## src/rtl/core/ccd_pkg.sv

```systemverilog
// ----------------------------------------------------------------------------
// ccd_pkg
// Shared widths, reset values and the result-slot type of the circular
// central difference block.
// ----------------------------------------------------------------------------
package ccd_pkg;

	localparam int SAMPLE_W      = 16;
	localparam int DIFF_W        = SAMPLE_W + 1;
	localparam int POS_W         = 10;
	localparam int MAX_LENGTH_DEF = 1024;
	localparam int SLOTS         = 3;
	localparam int SLOT_CNT_W    = 2;

	localparam logic signed [SAMPLE_W-1:0] GAIN_RESET = 16'sd256;

	// One pending result: the difference still to be scaled, its run index
	// and whether it closes the run.
	typedef struct packed {
		logic signed [DIFF_W-1:0] diff;
		logic [POS_W-1:0]         pos;
		logic                     fin;
	} slot_t;

endpackage

```

## src/rtl/core/ccd_if.sv

```systemverilog
// ----------------------------------------------------------------------------
// ccd_if
// Valid/ready channels of the circular central difference block: the sample
// stream in and the slope stream out.
// ----------------------------------------------------------------------------
interface ccd_in_if;
	logic               valid;
	logic               ready;
	logic signed [15:0] sample;
	logic               run_end;

	modport source (output valid, output sample, output run_end, input ready);
	modport sink   (input valid, input sample, input run_end, output ready);
endinterface

interface ccd_out_if;
	logic               valid;
	logic               ready;
	logic signed [15:0] slope;
	logic [9:0]         position;
	logic               final_result;

	modport source (output valid, output slope, output position, output final_result,
		input ready);
	modport sink   (input valid, input slope, input position, input final_result,
		output ready);
endinterface

```

## src/rtl/core/circular_central_difference.sv

```systemverilog
// ----------------------------------------------------------------------------
// circular_central_difference
// Scaled central difference over a circular run of Q8.8 samples.
// ----------------------------------------------------------------------------
// Samples enter on the samples channel, one per transaction, with run_end
// on the last sample of a run; a sample that fills MAX_LENGTH also ends it.
// Each sample from the third one on yields the slope of the position before
// it. The last sample yields the slope of position n-2, then the wrapped
// position n-1, then position 0 with final_result set. Runs of one or two
// samples give zero slopes. Results leave on the slopes channel.
// The user writes the gain register through cfg_we/cfg_wdata only while
// the block is idle, a rule the block leaves to the user. It resets to 1.0.
// A result passes through the three-entry result queue and then the output
// register before it is presented. One sample is taken every cycle while the
// receiver does not stall; the last sample of a run occupies the single shared
// multiplier for each of its results, so the next run's first sample waits
// until the last of those results is leaving the queue.
// If the receiver stalls, the output register holds and the queue keeps its
// pending results; samples are taken only while the queue is empty or its
// last pending result is leaving. Reset empties the queue and the output,
// starts a new run and restores the gain; no clearing pass is needed.
// ----------------------------------------------------------------------------
module circular_central_difference
	import ccd_pkg::*;
#(
	parameter int MAX_LENGTH = MAX_LENGTH_DEF
) (
	input  logic                     clk,
	input  logic                     arst_n,
	input  logic                     cfg_we,
	input  logic signed [SAMPLE_W-1:0] cfg_wdata,
	ccd_in_if.sink                   samples,
	ccd_out_if.source                slopes
);

	localparam int CW   = $clog2(MAX_LENGTH);
	localparam int PW   = (CW > POS_W) ? CW : POS_W;
	localparam int PROD_W = SAMPLE_W + DIFF_W;

	logic signed [SAMPLE_W-1:0] gain_q;
	logic signed [SAMPLE_W-1:0] first_q, second_q, older_q, newer_q;
	logic [CW-1:0]              count_q;

	slot_t                 slot_s1 [SLOTS];
	logic [SLOT_CNT_W-1:0] num_s1;

	logic                       out_valid_q;
	logic signed [SAMPLE_W-1:0] slope_q;
	logic [POS_W-1:0]           position_q;
	logic                       final_q;

	logic                       accept, advance, last;
	logic signed [SAMPLE_W-1:0] s, second_eff;
	slot_t                      new_slot [SLOTS];
	logic [SLOT_CNT_W-1:0]      new_num;
	logic [PW-1:0]              k_ext, km1_ext;

	logic signed [PROD_W-1:0]   prod;
	logic signed [PROD_W-10:0]  shifted;
	logic signed [SAMPLE_W-1:0] slope_d;

	assign advance = (num_s1 != '0) && (!out_valid_q || slopes.ready);
	assign samples.ready = (num_s1 == '0) || ((num_s1 == SLOT_CNT_W'(1)) && advance);
	assign accept = samples.valid && samples.ready;

	assign s          = samples.sample;
	assign last       = samples.run_end || (count_q == CW'(MAX_LENGTH - 1));
	assign second_eff = (count_q == CW'(1)) ? s : second_q;
	assign k_ext      = PW'(count_q);
	assign km1_ext    = PW'(count_q - CW'(1));

	// Build the results this sample causes, packed from the front of the queue.
	always_comb begin
		slot_t a1, a2, a3;
		a1.diff = DIFF_W'(s) - DIFF_W'(older_q);
		a1.pos  = km1_ext[POS_W-1:0];
		a1.fin  = 1'b0;
		a2.diff = DIFF_W'(first_q) - DIFF_W'(newer_q);
		a2.pos  = k_ext[POS_W-1:0];
		a2.fin  = 1'b0;
		a3.diff = DIFF_W'(second_eff) - DIFF_W'(s);
		a3.pos  = '0;
		a3.fin  = 1'b1;
		for (int i = 0; i < SLOTS; i++) begin
			new_slot[i] = '0;
		end
		new_num = '0;
		if (last) begin
			if (count_q == '0) begin
				new_slot[0].fin = 1'b1;
				new_num         = SLOT_CNT_W'(1);
			end else if (count_q == CW'(1)) begin
				new_slot[0] = a2;
				new_slot[1] = a3;
				new_num     = SLOT_CNT_W'(2);
			end else begin
				new_slot[0] = a1;
				new_slot[1] = a2;
				new_slot[2] = a3;
				new_num     = SLOT_CNT_W'(3);
			end
		end else if (count_q >= CW'(2)) begin
			new_slot[0] = a1;
			new_num     = SLOT_CNT_W'(1);
		end
	end

	// Scale the head of the queue; the arithmetic shift rounds toward minus
	// infinity, which halves the difference and returns to Q8.8.
	assign prod    = PROD_W'(gain_q) * PROD_W'(slot_s1[0].diff);
	assign shifted = prod[PROD_W-1:9];

	always_comb begin
		if (shifted > (PROD_W-9)'(32767)) begin
			slope_d = 16'sh7FFF;
		end else if (shifted < -(PROD_W-9)'(32768)) begin
			slope_d = -16'sh8000;
		end else begin
			slope_d = shifted[SAMPLE_W-1:0];
		end
	end

	always_ff @(posedge clk or negedge arst_n) begin
		if (!arst_n) begin
			gain_q   <= GAIN_RESET;
			first_q  <= '0;
			second_q <= '0;
			older_q  <= '0;
			newer_q  <= '0;
			count_q  <= '0;
		end else begin
			if (cfg_we) begin
				gain_q <= cfg_wdata;
			end
			if (accept) begin
				if (count_q == '0) begin
					first_q <= s;
				end
				if (count_q == CW'(1)) begin
					second_q <= s;
				end
				older_q <= newer_q;
				newer_q <= s;
				count_q <= last ? '0 : count_q + CW'(1);
			end
		end
	end

	always_ff @(posedge clk or negedge arst_n) begin
		if (!arst_n) begin
			num_s1 <= '0;
		end else if (accept && (new_num != '0)) begin
			num_s1 <= new_num;
		end else if (advance) begin
			num_s1 <= num_s1 - SLOT_CNT_W'(1);
		end
	end

	always_ff @(posedge clk) begin
		if (accept && (new_num != '0)) begin
			slot_s1 <= new_slot;
		end else if (advance) begin
			for (int i = 0; i < SLOTS - 1; i++) begin
				slot_s1[i] <= slot_s1[i+1];
			end
		end
	end

	always_ff @(posedge clk or negedge arst_n) begin
		if (!arst_n) begin
			out_valid_q <= 1'b0;
		end else if (advance) begin
			out_valid_q <= 1'b1;
		end else if (slopes.ready) begin
			out_valid_q <= 1'b0;
		end
	end

	always_ff @(posedge clk) begin
		if (advance) begin
			slope_q    <= slope_d;
			position_q <= slot_s1[0].pos;
			final_q    <= slot_s1[0].fin;
		end
	end

	assign slopes.valid        = out_valid_q;
	assign slopes.slope        = slope_q;
	assign slopes.position     = position_q;
	assign slopes.final_result = final_q;

endmodule
```

## src/flat_wrapper.sv

```systemverilog
// flat-port wrapper written by rule: the top's interface ports become plain ports
module circular_central_difference_flat import ccd_pkg::*;
#(
	parameter int MAX_LENGTH = MAX_LENGTH_DEF
)
  (clk, arst_n, cfg_we, cfg_wdata, samples_valid, samples_sample, samples_run_end, samples_ready, slopes_valid, slopes_slope, slopes_position, slopes_final_result, slopes_ready);
  ccd_in_if samples_i ();
  ccd_out_if slopes_i ();
  input  logic clk;
  input  logic arst_n;
  input  logic cfg_we;
  input  logic signed [SAMPLE_W-1:0] cfg_wdata;
  input wire logic [$bits(samples_i.valid)-1:0] samples_valid;
  input wire logic [$bits(samples_i.sample)-1:0] samples_sample;
  input wire logic [$bits(samples_i.run_end)-1:0] samples_run_end;
  output wire logic [$bits(samples_i.ready)-1:0] samples_ready;
  output wire logic [$bits(slopes_i.valid)-1:0] slopes_valid;
  output wire logic [$bits(slopes_i.slope)-1:0] slopes_slope;
  output wire logic [$bits(slopes_i.position)-1:0] slopes_position;
  output wire logic [$bits(slopes_i.final_result)-1:0] slopes_final_result;
  input wire logic [$bits(slopes_i.ready)-1:0] slopes_ready;
  assign samples_i.valid = samples_valid;
  assign samples_i.sample = samples_sample;
  assign samples_i.run_end = samples_run_end;
  assign samples_ready = samples_i.ready;
  assign slopes_valid = slopes_i.valid;
  assign slopes_slope = slopes_i.slope;
  assign slopes_position = slopes_i.position;
  assign slopes_final_result = slopes_i.final_result;
  assign slopes_i.ready = slopes_ready;
  circular_central_difference #(.MAX_LENGTH(MAX_LENGTH)) u_core (.clk(clk), .arst_n(arst_n), .cfg_we(cfg_we), .cfg_wdata(cfg_wdata), .samples(samples_i), .slopes(slopes_i));
endmodule
```

## config.mk

```make
export PLATFORM = sky130hd
export DESIGN_NAME = circular_central_difference_flat
export DESIGN_NICKNAME = d
export VERILOG_FILES = /design/src/rtl/core/ccd_pkg.sv /design/src/rtl/core/ccd_if.sv /design/src/rtl/core/circular_central_difference.sv /design/src/flat_wrapper.sv
export SDC_FILE = /design/constraint.sdc
export NUM_CORES = 1
export LEC_CHECK = 0
export ABC_AREA = 1
export BUFFER_PORTS_ARGS = -buffer_cell sky130_fd_sc_hd__buf_2
export CORE_MARGIN = 8
export CORE_UTILIZATION = 60
export DETAILED_ROUTE_END_ITERATION = 10
export PLACE_DENSITY = 0.77
export SYNTH_ARGS = -nofsm -noshare
export SYNTH_HDL_FRONTEND = slang
export SYNTH_SLANG_ARGS = --single-unit
```

## constraint.sdc

```tcl
create_clock -name clk -period 10.28 [get_ports clk]
set_clock_uncertainty 0.2 [all_clocks]
set_input_delay 1.028 -clock clk [delete_from_list [all_inputs] [get_ports clk]]
set_output_delay 1.028 -clock clk [all_outputs]
set_load 0.01 [all_outputs]
```

# After elaboration in Yosys (flattened, before gate mapping)
# Index checks and enable logic that the tools add are counted.
# op_classes
n_reduce_logical,17
add_sub_neg,6
bitwise_logic,1
mux,21
n_mul,1
magnitude_cmp,3
n_eq_ne,3
# ops
op,n
two-way mux 56 bit,5
two-way mux 28 bit,3
subtractor 16 x 16 -> 17 bit,3
multiplier 16 x 17 -> 33 bit,1
two-way mux 16 bit,2
two-way mux 27 bit,1
"> comparator 24 x 16 -> 1 bit, second input constant",1
"less-than comparator 24 x 16 -> 1 bit, second input constant",1
"adder 10 x 1 -> 10 bit, second input constant",1
"equality test 10 x 1 -> 1 bit, second input constant",1
"equality test 10 bit, second input constant",1
">= comparator 10 x 2 -> 1 bit, second input constant",1
zero test 10 bit,1
two-way mux 10 bit,1
"subtractor 10 x 1 -> 10 bit, second input constant",1
two-way mux 2 bit,4
nonzero test 2 bit,4
two-way mux 1 bit,5
logical AND 1 bit,4
logical OR 1 bit,3
OR reduction 3 bit,1
"equality test 2 x 1 -> 1 bit, second input constant",1
zero test 2 bit,1
AND reduction 2 bit,1
4 further kinds,4
# word_totals
out_inout_bits,29
inputBits,38
regBits,204
wordCells,72

# Logic depth before layout (Yosys ltp)
# depth
word_depth,8
ltp_mapped,36
depth_no_buf,33

# Least setup slack after synthesis
# Ideal clock, no wire load.
# synth_path
path_type,register to register
from,reg u_core.gain_q[4]
to,"reg u_core.slope_q[13] (netlist: u_core.slopes.slope[13]), data pin"
path_stages_with_launch,31
arrival_time_ns,6.172
path_slack_ns,3.655
t_required_ns,9.827
synth_period_minus_slack_ns,6.625
cell_sequence,dfrtp_1 > clkbuf_1 > clkbuf_1 > nand2_1 > fa_1 > inv_1 > fa_1 > inv_1 > fa_1 > inv_1 > fa_1 > fa_1 > inv_1 > fa_1 > inv_1 > ha_1 > nand2_1 > nor3_2 > and2_1 > nand2_1 > nand2_1 > nand3_1 > nand2_2 > inv_2 > nand2_1 > nor2_2 > nand3_2 > nand2_4 > buf_6 > nand2_1 > nand2_1
# synth_via
elab_chain_cells,3
# synth_lines
element,line_no,rtl
from (decl),circular_central_difference.sv:40,logic signed [SAMPLE_W-1:0] gain_q;
from (signal assigned),circular_central_difference.sv:133,gain_q <= cfg_wdata;
multiplier 16 x 17 -> 33 bit (*),circular_central_difference.sv:110,assign prod = PROD_W'(gain_q) * PROD_W'(slot_s1[0].diff);
less-than comparator 24 x 16 -> 1 bit,circular_central_difference.sv:116,end else if (shifted < -(PROD_W-9)'(32768)) begin
two-way mux 16 bit,circular_central_difference.sv:116,
to (signal assigned),circular_central_difference.sv:181,slope_q <= slope_d;
to (decl),circular_central_difference.sv:48,logic signed [SAMPLE_W-1:0] slope_q;
# Mark *: on every way between the ends. The rest lies on a longest branch, timed or not.
# A chain may end at the register's enable or synchronous reset.

# Worst setup path after layout
# layout_path
from,reg u_core.gain_q[4]
to,"reg u_core.slope_q[1] (netlist: u_core.slopes.slope[1]), data pin"
# Same word-level chain as after synthesis.

==> impl_metrics.tcl <==
set metrics [dict create \
    outcome "completed" \
    avgViaCountPerCell 5.45 \
    cp_common_cell "nand2_1" \
    relSlewSlack_pct 19.8 \
    cts_buffers 17 \
    cts_root_buf "clkbuf_16" \
    antenna_found_initial 0 \
    h-tree-depth 4 \
    drv_slew 0 \
    path_cells "nand2_1 > fa_1 > inv_1 > fa_1 > inv_1 > fa_1 > fa_1 > inv_1 > fa_1 > inv_1 > fa_1 > inv_1 > ha_1 > nand2_1 > nor2_1 > nand2_1 > nor4_1 > nand2_1 > nand2_1 > nand2_1 > a21oi_1 > nand4_1 > nand2_2 > nand2_1" \
    fill_cells 3134 \
    post-route-period-util_pct 70.1 \
    rows 70 \
    crit_type "flip-flop to flip-flop" \
    crit_family "adder cells" \
    grt_max_degree 86 \
    cts_tree "done" \
    cts_hold_buf 0 \
    core_mm2 0.0364 \
    yosysUniqueCellTypes 56 \
    max_stage_delay_ns 0.77 \
    min_from "u_core.slot_s1[64]$_DFFE_PP_" \
    dpl.hpwl_um 45300 \
    grt_pass1_wl_um 95400 \
    nets 3235 \
    synth_edf_count 101 \
    die_h_um 208 \
    cp_num_buf_inv 5 \
    max_freq_ghz 0.139 \
    io_buffers 66 \
    min_period_ns 7.21 \
    yosys_register_bits 194 \
    cp-start-kind "flip-flop" \
    hold_class "flip-flop to flip-flop" \
    clkTransAtPathRegs_ns 0.09 \
    whs_path_depth 0 \
    arrival_ns 7.21 \
    syn_inst 2782 \
    syn_nets 3233 \
    drtAntennaViolNets 0 \
    critPathRequiredTime_ns 10.29 \
    cts_setup_buffers 0 \
    drt-initial-drc-count 1407 \
    wire_per_inst_um 17.5 \
    grt_usage_pct 27.5 \
    reg2reg_setup_slack_ns 3.07 \
    num_vias 17800 \
    critPathMaxFanout 18 \
    avgSynthCellArea_um2 7.94 \
    yosysSeqAreaShare_pct 24.3 \
    drive_gt1_share_pct 6.26 \
    rr_worst_depth 24 \
    n_antenna_cell 0 \
    async_flop_share_pct 47.9 \
    dr.pass1.iters 6 \
    end_kind "flip-flop" \
    cts_resized 0 \
    wirelength_um 57300 \
    fp.dieW_um 208 \
    worst_pin_slew_ns 1.20 \
    grt_pass1_vias 18816 \
    remaining_drc_errors 0 \
    setup_violations 0 \
    initial_utilization_pct 60.6 \
    grt_setup_unrepaired "no" \
    overflow 0 \
    startpoint "u_core.gain_q[4]$_DFFE_PN0P_" \
    cap_violations 0 \
    ys.flop_type "edfxtp_1" \
    worstReg2RegStart "u_core.gain_q[4]$_DFFE_PN0P_" \
    timing.rr.end "u_core.slopes.slope[1]$_SDFFCE_PN1P_" \
    clock_latency_ns 0.47 \
    io_pins 67 \
    hold_viol 0 \
    layout_common_cells "nand2_1, inv_1, fa_1" \
    clockBufferDepth 2 \
    critPathSlowestCell "dfrtp_1" \
    routabilityCongestion 0.946 \
    mostFrequentLayoutCell "nand2_1" \
    syn_to_final_growth_pct 5.38 \
    synth_area_mm2 0.0221 \
    die_area_mm2 0.0432 \
    cp.depth 24 \
    fin_setup_tns_ns 0 \
    ys_warn_count 0 \
    holdPathEnd "u_core.slopes.position[7]$_DFFE_PP_" \
    cts.sinks 194 \
]
==> cell families after synthesis <==
family / share of synthesized area, %
flops: 24.3
buf+inv: 13.6
fa+ha+maj: 32.8
compound gates: 7.58
mux: 0.765
simple gates: 19.2
xor+xnor: 1.78
==> worst register-to-register path: stages (launching register included) <==
cell	delay [ns]
dfrtp_1	0.77
nand2_1	0.29
fa_1	0.60
inv_1	0.07
fa_1	0.75
inv_1	0.19
fa_1	0.45
fa_1	0.55
inv_1	0.05
fa_1	0.48
inv_1	0.06
fa_1	0.52
inv_1	0.04
ha_1	0.37
nand2_1	0.15
nor2_1	0.23
nand2_1	0.11
nor4_1	0.20
nand2_1	0.13
nand2_1	0.07
nand2_1	0.06
a21oi_1	0.16
nand4_1	0.12
nand2_2	0.24
nand2_1	0.11
==> stage by stage <==
step,utilization [%],cells,setup slack [ns],hold WS [ns],cell area [µm²]
after floorplan,-,2782,3.65,0.200,22100
after global placement,62.3,3233,3.29,0.210,22700
after detailed placement,62.3,3233,3.11,0.206,22700
after CTS,63.9,3265,3.09,0.226,23300
after global routing,63.9,3265,2.48,0.241,23300
final,63.9,3265,3.07,0.216,23300
==> sequential cells by signal (all words and copies together), names as in the netlist, 10 cells and up <==
name and flops:
u_core.first_q 16, u_core.slopes.position 10, u_core.second_q 16, u_core.newer_q 16
u_core.older_q 16, u_core.gain_q 16, u_core.slopes.slope 16, u_core.count_q 10
u_core.slot_s1 74
==> Yosys cell counts, types with 3 or more instances <==
master	number	area (µm²)
nand2_1	740	2780
inv_1	680	2550
fa_1	278	5570
nor2_1	139	522
ha_1	135	1690
a21oi_1	118	591
o21ai_0	106	531
edfxtp_1	101	3030
dfrtp_1	92	2300
nand3_1	75	375
clkbuf_1	69	259
xor2_1	31	272
mux2_2	15	169
nor3_1	15	75.1
xnor2_1	14	123
buf_2	12	60.1
inv_2	12	45.0
nand4_1	10	62.6
nand2_2	9	56.3
o211ai_1	9	67.6
or2_2	9	56.3
a32o_1	8	80.1
o21bai_1	8	60.1
nor2_2	7	43.8
a21o_1	6	45.0
a31oi_1	6	37.5
buf_1	6	22.5
nor4_1	6	37.5
o21a_1	6	45.0
o21ai_1	6	30.0
and3_1	4	25.0
nor3b_1	4	30.0
o221ai_1	4	35.0
o31ai_1	4	30.0
buf_4	3	22.5
buf_6	3	33.8
nand2_4	3	33.8
nor3_2	3	30.0
o22ai_1	3	18.8
==> per-layer routing <==
layer | part of all wire, % | track usage [%] | vias to the layer above
met5 | 0 | 0 | -
met4 | 5.3 | 14.1 | 0
met3 | 5.4 | 3.68 | 173
met2 | 50 | 47.8 | 618
met1 | 40 | 33.2 | 8644
li1 | - | - | 8365
==> area by class of cell <==
| type | instances | area [µm²] | share of cell area (%) |
|---|---|---|---|
| clock buffer | 20 | 437 | 1.88 |
| clock inverter | 12 | 144 | 0.618 |
| inverter | 693 | 2600 | 11.2 |
| multi-input combinational | 1802 | 13700 | 59.0 |
| sequential | 194 | 5360 | 23.0 |
| tap | 468 | 586 | 2.52 |
| timing repair buffer | 76 | 408 | 1.75 |
==> worst max-delay path by stage <==
stage	slack [ns]	to
3_3_place_gp	3.29	u_core.slopes.slope[2]$_SDFFCE_PN1P_
6_report	3.07	u_core.slopes.slope[1]$_SDFFCE_PN1P_
4_1_cts	3.09	u_core.slopes.slope[1]$_SDFFCE_PN1P_
3_5_place_dp	3.11	u_core.slopes.slope[1]$_SDFFCE_PN1P_
2_1_floorplan	3.65	u_core.slopes.slope[13]$_SDFFCE_PN1P_
5_1_grt	2.48	u_core.slopes.slope[1]$_SDFFCE_PN1P_
Power is not shown: default switching activity piles up to over one toggle a cycle in this logic, so the estimate is an artifact.
